`src/hw/rtl/assert_macros.svh`:
```
// Assertion helpers shared by the RTL; all checks are disabled while in reset.
`ifndef ASSERT_MACROS_SVH
`define ASSERT_MACROS_SVH

// Same-cycle implication.
`define BDP_ASSERT_NOW(lbl, clk, rstn, ante, cons) \
    lbl: assert property (@(posedge clk) disable iff (!(rstn)) (ante) |-> (cons)) \
        else $error("bdp assertion failed");

// Implication checked in the next cycle.
`define BDP_ASSERT_NEXT(lbl, clk, rstn, ante, cons) \
    lbl: assert property (@(posedge clk) disable iff (!(rstn)) (ante) |=> (cons)) \
        else $error("bdp assertion failed");

`endif

```
`src/hw/rtl/bdp_pkg.sv`:
```
package bdp_pkg;

    localparam int NUM_BUTTONS = 3;
    localparam int CNT_W       = 4;

    localparam logic [CNT_W-1:0] CNT_MAX      = 4'hF;
    localparam logic [CNT_W-1:0] POLLS_RESET  = 4'd3;

    localparam logic [22:0] THR_LOW    = 23'd4194304;
    localparam logic [22:0] THR_HIGH   = 23'd1677721;
    localparam logic [4:0]  GAIN_LOW   = 5'd4;
    localparam logic [4:0]  GAIN_HIGH  = 5'd12;
    localparam logic [31:0] RATE_SLOW  = 32'd89478;
    localparam logic [31:0] RATE_FAST  = 32'd357914;
    localparam logic [6:0]  DEPTH_SLOW = 7'd80;
    localparam logic [6:0]  DEPTH_FAST = 7'd100;
    localparam logic [5:0]  RGB_SW0    = 6'h02;
    localparam logic [5:0]  RGB_SW1    = 6'h10;

    // Wah floor preset codes
    localparam logic [1:0] WAH_A      = 2'd0;
    localparam logic [1:0] WAH_B      = 2'd1;
    localparam logic [1:0] WAH_C      = 2'd2;
    localparam logic [1:0] WAH_UNUSED = 2'd3;

    localparam logic [3:0] FLOOR_A = 4'd6;
    localparam logic [3:0] FLOOR_B = 4'd4;
    localparam logic [3:0] FLOOR_C = 4'd0;

    typedef struct packed {
        logic [1:0] switches;
        logic [2:0] buttons;
    } poll_t;

    typedef struct packed {
        logic        dist_enable;
        logic        wobble_enable;
        logic        enables_changed;
        logic [2:0]  presets_fired;
        logic [22:0] clip_threshold;
        logic [4:0]  drive_gain;
        logic [31:0] lfo_increment;
        logic [6:0]  sweep_depth;
        logic [3:0]  floor_index;
        logic [1:0]  led_bits;
        logic [5:0]  rgb_bits;
    } result_t;

    function automatic logic [3:0] floor_of(input logic [1:0] choice);
        logic [3:0] f;
        case (choice)
            WAH_A:   f = FLOOR_A;
            WAH_B:   f = FLOOR_B;
            WAH_C:   f = FLOOR_C;
            default: f = FLOOR_C;
        endcase
        return f;
    endfunction

endpackage

```
`src/hw/rtl/bdp_debounce.sv`:
```
`include "assert_macros.svh"

module bdp_debounce (
    input  logic                       clk,
    input  logic                       rst_n,
    input  logic                       advance,
    input  logic                       pressed,
    input  logic [bdp_pkg::CNT_W-1:0]  polls,
    output logic                       fire
);

    logic [bdp_pkg::CNT_W-1:0] count_reg;
    logic [bdp_pkg::CNT_W-1:0] count_next;
    logic                      fired_reg;
    logic                      fired_next;
    logic [bdp_pkg::CNT_W-1:0] count_inc;

    // Saturate at the top of the counter. A zero setting behaves as one.
    assign count_inc = (count_reg == bdp_pkg::CNT_MAX) ? count_reg : count_reg + 1'b1;
    assign fire      = pressed && !fired_reg && (count_inc >= polls);

    always_comb
    begin
        count_next = count_reg;
        fired_next = fired_reg;
        if (advance)
        begin
            if (!pressed)
            begin
                count_next = '0;
                fired_next = 1'b0;
            end
            else if (!fired_reg)
            begin
                count_next = count_inc;
                fired_next = fire;
            end
        end
    end

    always_ff @(posedge clk or negedge rst_n)
    begin
        if (!rst_n)
        begin
            count_reg <= '0;
            fired_reg <= 1'b0;
        end
        else
        begin
            count_reg <= count_next;
            fired_reg <= fired_next;
        end
    end

    `BDP_ASSERT_NOW(a_fired_has_count, clk, rst_n, fired_reg, count_reg != '0)
    `BDP_ASSERT_NEXT(a_fire_latches, clk, rst_n, advance && fire, fired_reg)
    `BDP_ASSERT_NEXT(a_release_clears, clk, rst_n, advance && !pressed,
                     count_reg == '0 && !fired_reg)

endmodule

```
`src/hw/rtl/bdp_presets.sv`:
```
module bdp_presets (
    input  logic                              clk,
    input  logic                              rst_n,
    input  logic                              advance,
    input  logic [1:0]                        switches,
    input  logic [bdp_pkg::NUM_BUTTONS-1:0]   fired,
    output bdp_pkg::result_t                  result
);

    logic       dist_high_reg;
    logic       dist_high_next;
    logic       wobble_fast_reg;
    logic       wobble_fast_next;
    logic [1:0] wah_choice_reg;
    logic [1:0] wah_choice_next;
    logic [1:0] last_switches_reg;
    logic       switches_seen_reg;

    always_comb
    begin
        dist_high_next   = dist_high_reg ^ fired[0];
        wobble_fast_next = wobble_fast_reg ^ fired[1];
        wah_choice_next  = wah_choice_reg;
        if (fired[2])
        begin
            if (wah_choice_reg == bdp_pkg::WAH_C || wah_choice_reg == bdp_pkg::WAH_UNUSED)
                wah_choice_next = bdp_pkg::WAH_A;
            else
                wah_choice_next = wah_choice_reg + 2'd1;
        end
    end

    // Parameters reflect the presets as they stand after this poll.
    always_comb
    begin
        result.dist_enable     = switches[0];
        result.wobble_enable   = switches[1];
        result.enables_changed = !switches_seen_reg || (switches != last_switches_reg);
        result.presets_fired   = fired;
        result.clip_threshold  = dist_high_next ? bdp_pkg::THR_HIGH : bdp_pkg::THR_LOW;
        result.drive_gain      = dist_high_next ? bdp_pkg::GAIN_HIGH : bdp_pkg::GAIN_LOW;
        result.lfo_increment   = wobble_fast_next ? bdp_pkg::RATE_FAST : bdp_pkg::RATE_SLOW;
        result.sweep_depth     = wobble_fast_next ? bdp_pkg::DEPTH_FAST : bdp_pkg::DEPTH_SLOW;
        result.floor_index     = bdp_pkg::floor_of(wah_choice_next);
        result.led_bits        = {wobble_fast_next, dist_high_next};
        result.rgb_bits        = (switches[0] ? bdp_pkg::RGB_SW0 : 6'd0)
                               | (switches[1] ? bdp_pkg::RGB_SW1 : 6'd0);
    end

    always_ff @(posedge clk or negedge rst_n)
    begin
        if (!rst_n)
        begin
            dist_high_reg     <= 1'b0;
            wobble_fast_reg   <= 1'b0;
            wah_choice_reg    <= bdp_pkg::WAH_A;
            last_switches_reg <= 2'd0;
            switches_seen_reg <= 1'b0;
        end
        else if (advance)
        begin
            dist_high_reg     <= dist_high_next;
            wobble_fast_reg   <= wobble_fast_next;
            wah_choice_reg    <= wah_choice_next;
            last_switches_reg <= switches;
            switches_seen_reg <= 1'b1;
        end
    end

endmodule

```
`src/hw/rtl/button_debounce_preset_panel_top.sv`:
```
// Switch and button control panel for an audio effect block.
// poll channel (poll_valid/poll_ready/poll): one transaction is one poll of
// two switches and three buttons. result channel (result_valid/result_ready/
// result): exactly one transaction per poll, in poll order, carrying the
// effect enables, the fired-preset mask, the preset parameters and LED bits.
// cfg_we/cfg_wdata write the debounce length (polls a button must be held
// before it fires); write it only while no poll is in flight.
// An accepted poll waits in the poll register and moves on into the result
// register when that slot is free (two register stages: poll register,
// result register). Throughput: one poll per cycle while results are taken,
// set by the single pass of the debouncers and preset logic between them.
// A stalled result holds the result register; the poll register fills behind
// it, and poll_ready drops only when both hold a transaction.
// Reset clears all presets to low/slow/A, the debouncers, the first-poll mark
// and both valid flags, and loads a debounce length of 3.
module button_debounce_preset_panel_top (
    input  logic                  clk,
    input  logic                  rst_n,
    input  logic                  poll_valid,
    output logic                  poll_ready,
    input  bdp_pkg::poll_t        poll,
    output logic                  result_valid,
    input  logic                  result_ready,
    output bdp_pkg::result_t      result,
    input  logic                  cfg_we,
    input  logic [3:0]            cfg_wdata
);

    logic                              s1_valid_reg;
    bdp_pkg::poll_t                    s1_poll_reg;
    logic                              result_valid_reg;
    bdp_pkg::result_t                  result_reg;
    logic [bdp_pkg::CNT_W-1:0]         polls_reg;
    logic                              advance;
    logic [bdp_pkg::NUM_BUTTONS-1:0]   fired;
    bdp_pkg::result_t                  result_next;

    // Move the held poll into the result register when that slot frees up.
    assign advance    = s1_valid_reg && (!result_valid_reg || result_ready);
    assign poll_ready = !s1_valid_reg || advance;

    assign result_valid = result_valid_reg;
    assign result       = result_reg;

    genvar gi;
    generate
        for (gi = 0; gi < bdp_pkg::NUM_BUTTONS; gi++)
        begin : g_btn
            bdp_debounce u_debounce (
                .clk     (clk),
                .rst_n   (rst_n),
                .advance (advance),
                .pressed (s1_poll_reg.buttons[gi]),
                .polls   (polls_reg),
                .fire    (fired[gi])
            );
        end
    endgenerate

    bdp_presets u_presets (
        .clk      (clk),
        .rst_n    (rst_n),
        .advance  (advance),
        .switches (s1_poll_reg.switches),
        .fired    (fired),
        .result   (result_next)
    );

    always_ff @(posedge clk or negedge rst_n)
    begin
        if (!rst_n)
        begin
            s1_valid_reg     <= 1'b0;
            result_valid_reg <= 1'b0;
            polls_reg        <= bdp_pkg::POLLS_RESET;
        end
        else
        begin
            if (cfg_we)
                polls_reg <= cfg_wdata;
            if (poll_ready)
                s1_valid_reg <= poll_valid;
            if (advance)
                result_valid_reg <= 1'b1;
            else if (result_ready)
                result_valid_reg <= 1'b0;
        end
    end

    always_ff @(posedge clk)
    begin
        if (poll_valid && poll_ready)
            s1_poll_reg <= poll;
        if (advance)
            result_reg <= result_next;
    end

endmodule

```
`config.mk`:
```
export PLATFORM = sky130hd
export DESIGN_NAME = button_debounce_preset_panel_top
export DESIGN_NICKNAME = d
export VERILOG_FILES = /design/src/hw/rtl/bdp_pkg.sv /design/src/hw/rtl/bdp_debounce.sv /design/src/hw/rtl/bdp_presets.sv /design/src/hw/rtl/button_debounce_preset_panel_top.sv
export VERILOG_INCLUDE_DIRS = /design/src /design/src/hw/rtl
export SDC_FILE = /design/constraint.sdc
export NUM_CORES = 1
export LEC_CHECK = 0
export ABC_AREA = 1
export BUFFER_PORTS_ARGS = -buffer_cell sky130_fd_sc_hd__buf_2
export CAP_MARGIN = 20
export CORE_MARGIN = 5
export CORE_UTILIZATION = 43
export CTS_CLUSTER_DIAMETER = 120
export DETAILED_ROUTE_END_ITERATION = 8
export HOLD_SLACK_MARGIN = 0.06
export PLACE_DENSITY = 0.68
export SETUP_SLACK_MARGIN = 0.5
export SLEW_MARGIN = 20
export SYNTH_ARGS = -nofsm -noshare
export SYNTH_HDL_FRONTEND = slang
export SYNTH_HIERARCHICAL = 1
export SYNTH_SLANG_ARGS = --single-unit
export TNS_END_PERCENT = 10
```
`constraint.sdc`:
```
create_clock -name clk -period 5.9 [get_ports clk]
set_input_delay 0.885 -clock clk [delete_from_list [all_inputs] [get_ports clk]]
set_output_delay 0.885 -clock clk [all_outputs]
set_load 0.03 [all_outputs]
```
After elaboration in Yosys (flattened, before gate mapping). Index checks and enable logic that the tools add are counted.

Add/subtract/negate cells: 4. Equality and inequality tests: 10. Order comparisons: 3. Bitwise gates (word level): 3. Reductions and logical operators: 23. Multiplexer cells: 26.

Operator list (number): 2-to-1 mux 4 bit (10); 2-to-1 mux 23 bit (1); 2-to-1 mux 19 bit (1); adder 4 x 1 -> 4 bit (second input constant) (3); == test 4 bit (second input constant) (3); >= comparator 4 bit (3); logical AND 1 bit (8); 2-to-1 mux 1 bit (8); zero test 1 bit (6); 2-to-1 mux 2 bit (3); 2-to-1 mux 6 bit (1); inequality test 2 bit (second input constant) (3); OR 6 bit (1); one-hot mux 3 bit (2 select lines) (1); AND reduction 2 bit (3); 2-to-1 mux 5 bit (1); == test 2 bit (second input constant) (2); logical OR 1 bit (4); adder 2 x 1 -> 2 bit (second input constant) (1); == test 2 x 1 -> 1 bit (second input constant) (1); zero test 2 bit (1); inequality test 2 bit (1); nonzero test 2 bit (1); bitwise XOR 1 bit (2).

Bits of input ports: 14. Register bits after elaboration: 118. Word-level logic and storage cells: 96. Output and inout bits: 87.

Longest topological paths before layout. Gate-level depths: netlist of the first run.

Word-level depth: 7. Mapped depth: 18. Depth with buffers taken out: 18.

Cells and area by module. Netlist of the first run, hierarchy kept.

By module, submodules not included: button_debounce_preset_panel_top (seq. area each 2855.2 µm², times used 1, cells each 118, area each 2950.3 µm²); bdp_debounce (seq. area each 125.1 µm², times used 3, cells each 56, area each 412.9 µm²); bdp_presets (seq. area each 175.2 µm², times used 1, cells each 136, area each 987.2 µm²).

Worst setup path before layout of the first run. Ideal clock, no wire load.

Path kind: input-to-reg. From: in result_ready. To: reg g_btn[0].u_debounce/count_reg[0] in the netlist's numbering. Setup time: 105 ps. Cell stages on the path: 4. Slack: -806 ps. Buffers on the path: 0. Arrival time: 6601 ps. Required time: 5795 ps. Path through: inv_1 > a21oi_1 > nand3_1 > o22ai_1.

Word-level cells in the longest chain between the ends: 3.

RTL lines: start: declaration (RTL line button_debounce_preset_panel_top.sv:23) `input logic result_ready,`; logical OR 1 bit (RTL line button_debounce_preset_panel_top.sv:39) `assign advance = s1_valid_reg && (!result_valid_reg || result_ready);`; logical AND 1 bit (RTL line button_debounce_preset_panel_top.sv:39); net advance (RTL line button_debounce_preset_panel_top.sv:34) `logic advance;`; AND reduction 2 bit (no line); end signal: assignment (RTL line bdp_debounce.sv:50) `count_reg <= count_next;`; end: declaration (RTL line bdp_debounce.sv:12) `logic [bdp_pkg::CNT_W-1:0] count_reg;`.

The timed path passes the listed nets, and every way through them passes these cells. A chain may end at the register's enable or synchronous reset.

==> results, run 1 <==
- The power density normalized to cell area is 474.3 mW/mm2.
- The total I/O pin count is 101.
- In the global route stage, overall resource usage came out at 12.58%.
- The core region is 0.01191 mm2.
- Counting the fill cells in the layout gives 1043.
- The Yosys step of the flow raised 6 warnings.
- The floorplan step defined a die boundary enclosing 0.01433 mm2.
- The count of buffers added on input and output ports is 100.
- The capturing element type of the critical path is a flop.
- The number of setup buffers added after CTS is 0.
- The library cell used most frequently in the layout, excluding fill and tap cells, is sky130_fd_sc_hd__buf_2.
- The post-layout minimum cycle time is 2.508 ns.
- The number of nets in the layout is 538.
- The clock latency on the worst-skew pair is 0.42 ns.
- The slew of the pin with the lowest slew margin is 0.6492 ns.
- Max-cap violations in this run came to 0.
- Summed over all failing endpoints, the final setup total negative slack is 0 ns.
- The detailed router finished its first iteration with 192 violations.
- Synthesis handed over a netlist of 422 instances.
- The final routed DRC violation total is 0.
- Of the synthesized area, sequential elements account for 65.80%.
- Summed over all layers, the routed wires come to 8.225 mm.
- Setup slack closes at approximately 3.4 ns.
- The first global-routing pass estimated 13.90 mm of wire.
- In this run, post-CTS repair resized a total of 0 instances.
- The final max-slew violation count is 0.
- The post-DP HPWL is 5.744 mm.
- In this run, post-CTS hold repair placed 0 buffers.
- The multi-input logic area is 0.001091 mm2.
- Setup violations remaining at the end of the flow were counted as 0.
- The post-detailed-route wirelength per cell is 12.29 um.
- The required arrival time at the worst endpoint is between 6 and 7 ns.
- The count of antenna diodes in the layout is 0.
- In this run the cell area measured after placement is 0.005459 mm2.
- The count of nets left with antenna violations once routing finished came out at 0.
- The TritonCTS clock tree is yes.
- The critical path arrival is 2.68 ns.
- The number of global-route vias before repair was roughly 3000.
- Buffers inserted during clock tree synthesis total 17.
- For this configuration, the core starts out at a cell density of 43.46%.
- The average footprint of a synthesized cell is 12.27 um2.
- The buffer levels on the longest clock path is 2.
- Measured along the y axis, the die boundary spans 119.7 um.
- The initial antenna violation count came to 0.
- The floorplan row count is 40.
- The number of storage elements in the synthesis netlist is around 120.
- Counting distinct cell types in the post-synthesis netlist gives 24.
- The startpoint kind of the worst setup timing path is a flop.
- The worst voltage drop across the vdd grid is between 0.2 and 0.25 mV.
- The final cycle utilization of the critical path is 42.50%.
- The final worst clock skew is 0.02158 ns.
- The type of the setup path with the least slack is reg2reg.
- Of all nets on the critical path, the largest fanout is 13.
- In the routed layout, each cell is associated on average with a via count of 4.269.
- Measured along the x axis, the die boundary spans 119.7 um.
- At the end of routability-driven placement, the weighted congestion stood at 0.7635.
- CTS placed an instance of sky130_fd_sc_hd__clkbuf_16 at the clock tree root.
- The run finished with clean final reports.
- In the final layout, the share of cells above drive strength 1 is 28.35%.
- Measured against its own limit, the worst slew margin works out to 56.72%.
- For this design the static power due to leakage is 2.770 nW.
- Summing all flip-flop and latch instances after layout gives 0.003406 mm2.
- The total global routing overflow is 0.
- Static timing analysis puts the maximum clock frequency at approximately 0.4 GHz.
- The top cell types in the final layout, fill and taps aside, are sky130_fd_sc_hd__buf_2 (100), sky130_fd_sc_hd__edfxtp_1 (90), sky130_fd_sc_hd__inv_1 (69).
- The via total after detailed routing is 2856.
- The depth of the CTS H-tree is 4.
- At the placement stage, the worst setup path has a slack of 3.116 ns.
- After clock tree synthesis, the clock-pin slew on the worst setup and hold paths is 0.06 ns.
- The synthesized netlist occupies a cell area of ~0.0052 mm2.
- The register with the most flip-flops in the layout has 85 of them.
- In this run the worst hold path is classified as reg2reg.
- Setup repair after global routing left no endpoint under its margin.
- With fillers left out, the area of the finished cells amounts to 0.006007 mm2.
- The area added between synthesis and finish is 16.05%.
- The final count of hold timing violations was 0.
- The pin count of the biggest net entering global routing is 53.
- The number of sinks handled by clock tree synthesis is between 100 and 150.
- The number of optimization iterations in the first detailed-route pass is 4.
critical path: stages (launching register included):
cell and delay (ns):
sky130_fd_sc_hd__dfrtp_1 0.39, sky130_fd_sc_hd__ha_1 0.24, sky130_fd_sc_hd__nand2_2 0.12, sky130_fd_sc_hd__nand2_1 0.06, sky130_fd_sc_hd__o21ai_1 0.17, sky130_fd_sc_hd__inv_1 0.06, sky130_fd_sc_hd__ha_1 0.31, sky130_fd_sc_hd__nand2_1 0.06
sky130_fd_sc_hd__inv_1 0.05, sky130_fd_sc_hd__nand2_1 0.05, sky130_fd_sc_hd__nand3_1 0.09, sky130_fd_sc_hd__nand3_1 0.08, sky130_fd_sc_hd__inv_1 0.11, sky130_fd_sc_hd__inv_1 0.05, sky130_fd_sc_hd__nand2_1 0.05, sky130_fd_sc_hd__nand2_1 0.08
sky130_fd_sc_hd__inv_1 0.30
cell families after synthesis:
family                   count (synthesis)  synth area share [%]
other                                    2                0.1451
buffers and inverters                  150                 16.68
AO/OA/AOI/OAI                           37                 4.448
adder cells (fa/ha/maj)                 15                 3.626
XOR/XNOR                                 5                0.8462
AND/OR/NAND/NOR                         95                 8.460
flip-flops                             118                 65.80
where the power goes:
part / total (W) / internal, W / switching, W
Clock: 0.000950 / 0.000610 / 0.000339
Combinational: 0.000716 / 0.000212 / 0.000504
Sequential: 0.00118 / 0.00111 / 0.0000713
Total: 0.00285 / 0.00193 / 0.000915
final cells by class:
class	instances	area share, %
timing repair buffer	102	8.582
clock inverter	12	1.854
multi-input combinational	200	18.16
tap	147	3.062
sequential	118	56.70
clock buffer	20	7.269
inverter	70	4.374
cells in the mapped netlist, drive strengths merged:
cell / count / share of area (%)
nand2: 64 / 4.9
xor2: 3 / 0.51
nand3: 23 / 2.3
nand4: 3 / 0.36
inv: 70 / 5.1
conb: 2 / 0.15
dfstp: 2 / 1.0
ha: 15 / 3.6
buf: 80 / 12
edfxtp: 90 / 52
o21ai: 15 / 1.7
xnor2: 2 / 0.34
a21oi: 10 / 0.97
or2: 1 / 0.12
dfrtp: 26 / 13
o22ai: 12 / 1.8
nor2: 4 / 0.77
worst paths after layout:
check / endpoint / cells after the start / from / slack (ns)
min in group asynchronous: result_valid / 1 / rst_n / 0.49
setup / recovery: result[72] / 16 / g_btn[0].u_debounce/count_reg[0] / 3.39
max in group asynchronous: g_btn[1].u_debounce/count_reg[1] / 1 / rst_n / 4.97
hold / removal: u_presets/switches_seen_reg / 1 / u_presets/switches_seen_reg / 0.46
hold reg to reg: u_presets/switches_seen_reg / 1 / u_presets/switches_seen_reg / 0.46
setup reg to reg: result[72] / 16 / g_btn[0].u_debounce/count_reg[0] / 3.39
per-layer routing:
layer,vias to the layer above,routed length (um),global-route usage [%]
li1,1445,-,-
met1,1316,3503,14.31
met2,85,3958,19.92
met3,10,639,5.749
met4,0,123,6.514
met5,-,0,0
per-stage QoR:
stage | power (W) | cells | utilization, % | hold WS [ns]
floorplan | 0.001934 | 468 | - | 0.4403
global placement | 0.001890 | 637 | 45.83 | 0.4534
detailed placement | 0.001922 | 637 | 45.83 | 0.4576
CTS | 0.002884 | 669 | 50.43 | 0.4706
global route | 0.003023 | 669 | 50.43 | 0.4964
finish | 0.002849 | 669 | 50.43 | 0.4621
Note: power is estimated with default switching activity, not from simulation.
==> inputs of run 2 (changes only) <==
--- a/config.mk
+++ b/config.mk
@@ -14,7 +14,7 @@
 export CTS_CLUSTER_DIAMETER = 120
 export DETAILED_ROUTE_END_ITERATION = 8
 export HOLD_SLACK_MARGIN = 0.06
-export PLACE_DENSITY = 0.68
+export PLACE_DENSITY = 0.66
 export SETUP_SLACK_MARGIN = 0.5
 export SLEW_MARGIN = 20
 export SYNTH_ARGS = -nofsm -noshare
==> constraint.sdc (replaced) <==
create_clock -name clk -period 2.55 [get_ports clk]
set_input_delay 0.3825 -clock clk [delete_from_list [all_inputs] [get_ports clk]]
set_output_delay 0.3825 -clock clk [all_outputs]
set_load 0.03 [all_outputs]
==> run 2 against run 1 <==
  * Critical path type unchanged
  * Sequential cell count stayed put
  * Core utilization grew 2.5 points
  * First-iteration DRC count down 27%
  * Clock-buffer cell count is 2 lower
  * Total power increased by 140%
  * Highest routed layer unchanged
  * Via count rose by 2.0%
  * Clock skew shrank 0.012 ns
  * Worst setup slack got worse by 3.1 ns
  * Largest power group unchanged
  * Fmax increased by 12%
  * Sequential share of layout area is 2.6 points lower
  * Die area unchanged
==> results, run 2 (synthesis gave the netlist of run 1 again) <==
- The flow ran to the end, and the final reports show no timing, DRC or antenna violations.
- The post-detailed-route wirelength per cell is 12.43 um (+1.1%).
- The chip height is 119.7 um (unchanged).
- The final cycle utilization of the critical path is 88.12% (+46 points).
- The total I/O pin count is 101 (unchanged).
- The number of nets in the layout is 548 (+1.9%).
- The internal reg-to-reg setup slack was 0.30 ns (-3.09 ns).
- The power density normalized to cell area came to 1100 mW/mm2 (+130%).
- The final routed DRC violation total is 0 (unchanged).
- The overall track demand over capacity in global routing is 12.33% (-0.25 points).
- The critical path arrival is 2.41 ns (-0.27 ns).
- The maximum operating frequency is 0.4450 GHz (+12%).
- The post-detailed-route via-to-cell ratio is 4.298 (+0.68%).
- The die footprint was 0.01433 mm2 (unchanged).
- The count of antenna diodes in the layout came to 0 (unchanged).
- The starting density of the core is 43.46% (unchanged).
- The cell depth of the worst flop-to-flop path is 17 (+1).
- The clock latency on the worst-skew pair is 0.40 ns (-0.02 ns).
- The setup slack after placement was 0.1527 ns (-2.963 ns).
- The number of buffers created by CTS came to 17 (unchanged).
- The capturing element type of the critical path is a flop.
- The total core area came to 0.01191 mm2 (unchanged).
- The largest incremental delay on the critical path is 0.41 ns (+0.02 ns).
- The worst hold path belongs to the class in2reg.
- The count of routing violations after the opening detailed-route iteration is 141 (-27%).
- The final count of negative-setup-slack endpoints is 0 (unchanged).
- The placed instance area is 0.005484 mm2 (+0.46%).
- The depth of the CTS H-tree is 4 (unchanged).
- The post-DP HPWL is 5.730 mm (-0.24%).
- The TritonCTS clock tree is yes.
- The cell sitting at the root of the clock tree is a sky130_fd_sc_hd__clkbuf_16.
- In the layout the commonest cells are sky130_fd_sc_hd__buf_2 (100), sky130_fd_sc_hd__edfxtp_1 (90), sky130_fd_sc_hd__inv_1 (60).
- The final routed wirelength across all metal layers came to 8.430 mm (+2.5%).
- The final design instance area without fill is 0.006301 mm2 (+4.9%).
- The number of fill cells in the layout is 1019 (-2.3%).
- The required arrival time at the worst endpoint is 2.71 ns (-3.36 ns).
- The number of global-route vias before repair is 2899 (-4.6%).
- The final antenna-violating net count is 0 (unchanged).
- The static leakage power is 2.851 nW (+2.9%).
- The number of buffer and inverter instances along the worst setup path is 3 (-2).
- The floorplan row count was 40 (unchanged).
- The number of sinks handled by clock tree synthesis is 118 (unchanged).
- The total stage count of the critical path is 17 (+1).
- The pin count of the biggest net entering global routing came to 59 (+11%).
- Setup repair after global routing could not meet its margin everywhere.
- The final max-slew violation count came to 0 (unchanged).
- The master of the slowest instance on the critical path is sky130_fd_sc_hd__dfrtp_1.
- The buffer levels on the longest clock path is 2 (unchanged).
- The number of cells traversed by the worst hold path is 1 (unchanged).
- The initial antenna violation count is 0 (unchanged).
- By startpoint and endpoint, the worst setup path is classified as reg2reg.
- The worst hold margin came to 0.1595 ns (-0.3027 ns).
- The number of optimization iterations in the first detailed-route pass is 4 (unchanged).
- The number of flip-flops under the largest register name is 85 (unchanged).
- The final worst clock skew is 0.009353 ns (-0.01223 ns).
- The startpoint kind of the worst setup timing path is a flop.
- Counting stages on the worst path, the most repeated cell is sky130_fd_sc_hd__nand2_1.
- The cell class contributing the biggest share of worst-path delay is simple AND/OR/NAND/NOR gates.
- The normalized max-slew margin is 56.20% (-0.52 points).
- The post-layout minimum cycle time is 2.247 ns (-0.2607 ns).
- Relative to the synthesized area, the layout overhead comes to 21.73%.
- The most common cell after layout, fill and taps aside is sky130_fd_sc_hd__buf_2.
- The final count of hold timing violations is 0 (unchanged).
- The worst voltage drop across the vdd grid is 0.6557 mV (+200%).
- The total global routing overflow came to 0 (unchanged).
- The via total after detailed routing is 2914 (+2.0%).
- The wire length of the first global-routing pass is 13.65 mm (-1.8%).
- The final total power is 0.006929 W (+140%).
- The slew of the pin with the lowest slew margin was 0.6570 ns (+0.007845 ns).
- The final RePlAce weighted congestion is 0.7843 (+2.7%).
- The max-capacitance violation count is 0 (unchanged).
- The clock transition at the registers of the reported paths is 0.05 ns (about the same).
- The x dimension of the die is 119.7 um (unchanged).
- The worst setup slack after layout came to 0.3030 ns (-3.089 ns).
- The number of buffers inserted by port buffering is 100 (unchanged).
- The critical path goes through ha_4 > nand2_2 > nor2_4 > nand2_1 > o21ai_2 > inv_1 > ha_1 > nand2_1 > nand2_1 > nand2_1 > nand3_2 > nand3_2 > inv_2 > inv_2 > nand2_1 > nand2_1 > nor2_2.
- The largest driver fanout on the critical path is 6 (-7).
- The fraction of layout instances using a drive strength above 1 is 37.66% (+9.3 points).
## run 2: report_power, final
| group | switching [W] | internal (W) |
|---|---|---|
| Clock | 0.000772 | 0.00140 |
| Combinational | 0.00132 | 0.000691 |
| Sequential | 0.000174 | 0.00257 |
## run 2: final cells by class
| type | count | area (um2) | area share [%] |
|---|---|---|---|
| inverter | 70 | 270.3 | 4.289 |
| multi-input combinational | 200 | 1290 | 20.47 |
| sequential | 118 | 3407 | 54.07 |
| timing repair inverter | 1 | 7.507 | 0.1191 |
| timing repair buffer | 111 | 598.1 | 9.492 |
| tap | 147 | 183.9 | 2.919 |
| clock inverter | 13 | 115.1 | 1.827 |
| clock buffer | 18 | 429.2 | 6.811 |
## run 2: what timing repair did
item,CTS,global route
gates cloned,1,0
hold endpoints to repair,26,0
pin swaps,5,8
setup buffers,8,0
endpoints found under the setup margin,34,35
hold buffers,1,0
gates resized for setup,27,20
## run 2: worst paths after layout
path                                             startpoint                               end
max                        g_btn[2].u_debounce/count_reg[0]                         result[9]
min                                                 poll[2]                    s1_poll_reg[2]
max reg2reg                g_btn[2].u_debounce/count_reg[0]                         result[9]
min reg2reg                     u_presets/switches_seen_reg       u_presets/switches_seen_reg
max in group asynchronous                             rst_n                      result_valid
min in group asynchronous                             rst_n  g_btn[2].u_debounce/count_reg[2]
## run 2: metal layers
metal	part of all wire [%]	GRT usage (%)	vias up
met1	41	13.87	1353
met3	6.1	4.571	14
met2	50	20.66	79
met5	0	0	-
li1	-	-	1468
met4	2.1	6.084	0
## run 2: through the flow
| stage | cells | setup TNS (ns) | util, % |
|---|---|---|---|
| final | 678 | 0 | 52.90 |
| after global routing | 678 | 0 | 52.90 |
| after CTS | 678 | 0 | 52.13 |
| after detailed placement | 637 | 0 | 46.04 |
| after global placement | 637 | 0 | 46.04 |
| after floorplan | 468 | -6.828 | - |
## run 2: worst register-to-register path, stage by stage (launching register included)
cell and delay, ns:
sky130_fd_sc_hd__dfrtp_1 0.41, sky130_fd_sc_hd__ha_4 0.17, sky130_fd_sc_hd__nand2_2 0.09, sky130_fd_sc_hd__nor2_4 0.14, sky130_fd_sc_hd__nand2_1 0.08, sky130_fd_sc_hd__o21ai_2 0.08
sky130_fd_sc_hd__inv_1 0.07, sky130_fd_sc_hd__ha_1 0.29, sky130_fd_sc_hd__nand2_1 0.08, sky130_fd_sc_hd__nand2_1 0.04, sky130_fd_sc_hd__nand2_1 0.07, sky130_fd_sc_hd__nand3_2 0.09
sky130_fd_sc_hd__nand3_2 0.08, sky130_fd_sc_hd__inv_2 0.07, sky130_fd_sc_hd__inv_2 0.07, sky130_fd_sc_hd__nand2_1 0.05, sky130_fd_sc_hd__nand2_1 0.09, sky130_fd_sc_hd__nor2_2 0.04
==> inputs of run 3 (changes only) <==
--- a/config.mk
+++ b/config.mk
@@ -6,7 +6,6 @@
 export SDC_FILE = /design/constraint.sdc
 export NUM_CORES = 1
 export LEC_CHECK = 0
-export ABC_AREA = 1
 export BUFFER_PORTS_ARGS = -buffer_cell sky130_fd_sc_hd__buf_2
 export CAP_MARGIN = 20
 export CORE_MARGIN = 5
==> run 3 against run 2 <==
  * Clock-buffer cell count grew 1
  * Sequential share of layout area shrank 0.38 points
  * Register-to-register slack is essentially flat
  * Combinational power shrank 6%
  * Cell area grew 0.89%
  * Final cell count shrank 9.1%
  * Largest cell class unchanged
==> results, run 3 <==
- The run finished with clean final reports.
- The placed instance area is 0.005520 mm2 (+0.66%).
- The critical path arrival was 2.40 ns (about the same).
- The clock transition at the registers of the reported paths is 0.05 ns (about the same).
- The final RePlAce weighted congestion came to 0.7403 (-5.6%).
- The depth of the CTS H-tree came to 4 (unchanged).
- The number of warnings printed during yosys synthesis is 6 (unchanged).
- The cell area after synthesis is 0.005117 mm2 (-1.1%).
- The final max-slew violation count is 0 (unchanged).
- The post-detailed-route wirelength per cell is 13.25 um (+6.6%).
- The number of nets in the layout is 490 (-11%).
- The count of routing violations after the opening detailed-route iteration is 128 (-9.2%).
- In this run the worst hold path is classified as in2reg.
- The clock latency on the worst-skew pair was 0.40 ns (about the same).
- The number of optimization iterations in the first detailed-route pass is 5 (+1).
- The floorplan row count is 39 (-2.5%).
- The final routed wirelength across all metal layers is 8.164 mm (-3.2%).
- The number of sinks handled by clock tree synthesis is 118 (unchanged).
- The buffer levels on the longest clock path was 2 (unchanged).
- The final worst clock skew is 0.006349 ns (-0.003005 ns).
- The maximum operating frequency is 0.4449 GHz (about the same).
- The cell with the most instances after synthesis is sky130_fd_sc_hd__edfxtp_1.
- The die footprint came to 0.01418 mm2 (-1.0%).
- The total I/O pin count is 101 (unchanged).
- The final count of negative-setup-slack endpoints is 0 (unchanged).
- The number of flip-flops under the largest register name is 85 (unchanged).
- In the synthesized netlist, the cells that appear most often are sky130_fd_sc_hd__edfxtp_1 (90), sky130_fd_sc_hd__buf_4 (80), sky130_fd_sc_hd__dfrtp_1 (26).
- The pin count of the biggest net entering global routing is 53 (-10%).
- The number of enable flip-flop cells after synthesis is 90 (unchanged).
- TritonCTS built the clock tree.
- The fraction of layout instances using a drive strength above 1 came to 44.19% (+6.5 points).
- The count of cell types in the netlist is 33 (+38%).
- The final design instance area without fill is 0.006357 mm2 (+0.89%).
- The number of fill cells in the layout is 972 (-4.6%).
- The count of antenna diodes in the layout was 0 (unchanged).
- The utilization of the core after routing is 54.97% (+2.1 points).
- The number of buffers created by CTS is 17 (unchanged).
- The power density normalized to cell area came to 1072 mW/mm2 (-2.6%).
- The type of the setup path with the least slack is reg2reg.
- The final routed DRC violation total is 0 (unchanged).
- The post-DP HPWL is 5.258 mm (-8.2%).
- The wire length of the first global-routing pass is 13.25 mm (-2.9%).
- The via total after detailed routing is 2772 (-4.9%).
- The fraction of synthesized cell area taken by the top area cell type is 52.81% (+0.60 points).
- The final cycle utilization of the critical path is 88.15% (about the same).
- The worst voltage drop across the vdd grid is 0.5266 mV (-20%).
- The x dimension of the die is 119.1 um (-0.52%).
- Setup repair after global routing could not meet its margin everywhere.
- The tree is rooted in a sky130_fd_sc_hd__clkbuf_16.
- The capturing element type of the critical path is a flop.
- The average footprint of a synthesized cell is 14.42 um2 (+18%).
- The number of global-route vias before repair is 2797 (-3.5%).
- The post-detailed-route via-to-cell ratio is 4.500 (+4.7%).
- The biggest area consumer among synthesized cells is sky130_fd_sc_hd__edfxtp_1.
- The total core area is 0.01156 mm2 (-2.9%).
- The initial antenna violation count came to 0 (unchanged).
- The number of storage elements in the synthesis netlist is 118 (unchanged).
- The required arrival time at the worst endpoint came to 2.70 ns (about the same).
- The normalized max-slew margin is 55.17% (-1.0 points).
- The slew of the pin with the lowest slew margin was 0.6724 ns (+0.01541 ns).
- The part of the Yosys area used for sequential elements came to 66.55% (+0.76 points).
- The starting density of the core came to 44.25% (+0.79 points).
- The chip height is 119.1 um (-0.52%).
- Leaving out fill and tap cells, the most frequent cell in the layout is sky130_fd_sc_hd__buf_2.
- The number of buffers inserted by port buffering is 100 (unchanged).
- The startpoint kind of the worst setup timing path is a flop.
- The max-capacitance violation count is 0 (unchanged).
- The post-synthesis async set-or-reset flop share was 23.73% (unchanged).
- The top cell types in the final layout, fill and taps aside, are sky130_fd_sc_hd__buf_2 (100), sky130_fd_sc_hd__edfxtp_1 (90), sky130_fd_sc_hd__conb_1 (48).
- The final total power is 0.006812 W (-1.7%).
- The area added between synthesis and finish is 24.23%.
- By area the synthesized netlist is led by sky130_fd_sc_hd__edfxtp_1 (53%), sky130_fd_sc_hd__dfrtp_1 (13%), sky130_fd_sc_hd__buf_4 (12%), sky130_fd_sc_hd__ha_1 (3.7%), sky130_fd_sc_hd__mux2_2 (2.6%).
- The final antenna-violating net count is 0 (unchanged).
- The number of instances in the placed design was 567 (-11%).
- The count of placed standard cells in the final layout, fillers left out is 616 (-9.1%).
- The post-layout minimum cycle time is 2.248 ns (+0.0007840 ns).
- The final count of hold timing violations is 0 (unchanged).
- The post-synthesis cell count is 355 (-16%).
- The total global routing overflow is 0 (unchanged).
- The final total negative setup slack is 0 ns (unchanged).
- The largest driver fanout on the critical path came to 8 (+2).
- The overall track demand over capacity in global routing is 12.03% (-0.30 points).
- The static leakage power was 2.686 nW (-5.8%).
- The flip-flop cell with the highest count after synthesis is sky130_fd_sc_hd__edfxtp_1.
==> run 3: cell types whose count changed after synthesis, moves of 9 or more <==
cell and change:
sky130_fd_sc_hd__mux2_2 +12, sky130_fd_sc_hd__nor2_1 +10, sky130_fd_sc_hd__o22ai_1 -9, sky130_fd_sc_hd__nand2_1 -36, sky130_fd_sc_hd__nand3_1 -18, sky130_fd_sc_hd__inv_1 -52
==> run 3: metal layers <==
metal / vias up / track usage (%) / routed length (um)
met4: 0 / 7.241 / 149
met1: 1304 / 14.27 / 3510
met3: 12 / 5.213 / 668
li1: 1349 / - / -
met2: 107 / 18.12 / 3836
met5: - / 0 / 0
==> run 3: cells by family after synthesis <==
kind of cell | Yosys count | share of synthesized area, %
multiplexers | 18 | 3.863
AO/OA/AOI/OAI | 31 | 4.328
AND/OR/NAND/NOR | 65 | 6.920
buffers and inverters | 97 | 12.98
adder cells (fa/ha/maj) | 15 | 3.667
other | 2 | 0.1468
flip-flops | 118 | 66.55
XOR/XNOR | 9 | 1.540
==> run 3: metrics by stage <==
stage	worst slack [ns]	hold WS [ns]
2_1_floorplan	0.1909	0.08691
3_3_place_gp	0.1546	0.4546
3_5_place_dp	0.09441	0.4562
6_report	0.3022	0.1520
4_1_cts	0.3204	0.1282
5_1_grt	0.2199	0.1223
==> run 3: worst paths after layout <==
kind,start,to,slack [ns],cells after the start
setup / recovery,g_btn[0].u_debounce/count_reg[0],result[71],0.30,11
hold / removal,poll[1],s1_poll_reg[1],0.15,1
setup reg to reg,g_btn[0].u_debounce/count_reg[0],result[71],0.30,11
hold reg to reg,u_presets/switches_seen_reg,u_presets/switches_seen_reg,0.47,1
max in group asynchronous,rst_n,g_btn[0].u_debounce/count_reg[2],1.52,2
min in group asynchronous,rst_n,polls_reg[2],0.55,2
==> run 3: final cells by class <==
cell class              count  area [um2]  share of cell area [%]
flip-flops and latches    118        3413                   53.69
multi-input cells         186        1463                   23.01
repair buffers            121       693.2                   10.90
clock buffers              19       432.9                   6.810
well taps                 143       178.9                   2.814
clock inverters            12       112.6                   1.771
inverters                  17       63.81                   1.004
==> run 3: timing repair <==
action                     4_1_cts  5_1_grt
pin swaps                       11        6
gates resized for setup         17        9
setup buffers                   16        1
setup endpoints to repair       34       36
hold endpoints to repair        26        0
hold buffers                     1        0
==> run 3: report_power, final <==
group          leakage [nW]  switching (W)  internal, W
registers              1.21       0.000197      0.00256
logic                  1.20        0.00109     0.000789
clock network         0.277       0.000767      0.00141
total                  2.69        0.00206      0.00476
==> run 3: worst max-delay path, cell delays in order (launching register included) <==
cell,delay (ns)
sky130_fd_sc_hd__dfrtp_1,0.41
sky130_fd_sc_hd__ha_4,0.20
sky130_fd_sc_hd__buf_6,0.12
sky130_fd_sc_hd__nand2_1,0.05
sky130_fd_sc_hd__nor2_1,0.04
sky130_fd_sc_hd__nor2_1,0.20
sky130_fd_sc_hd__ha_1,0.31
sky130_fd_sc_hd__nand2_4,0.10
sky130_fd_sc_hd__o21ai_4,0.06
sky130_fd_sc_hd__and2_4,0.18
sky130_fd_sc_hd__xor2_4,0.18
sky130_fd_sc_hd__buf_12,0.15
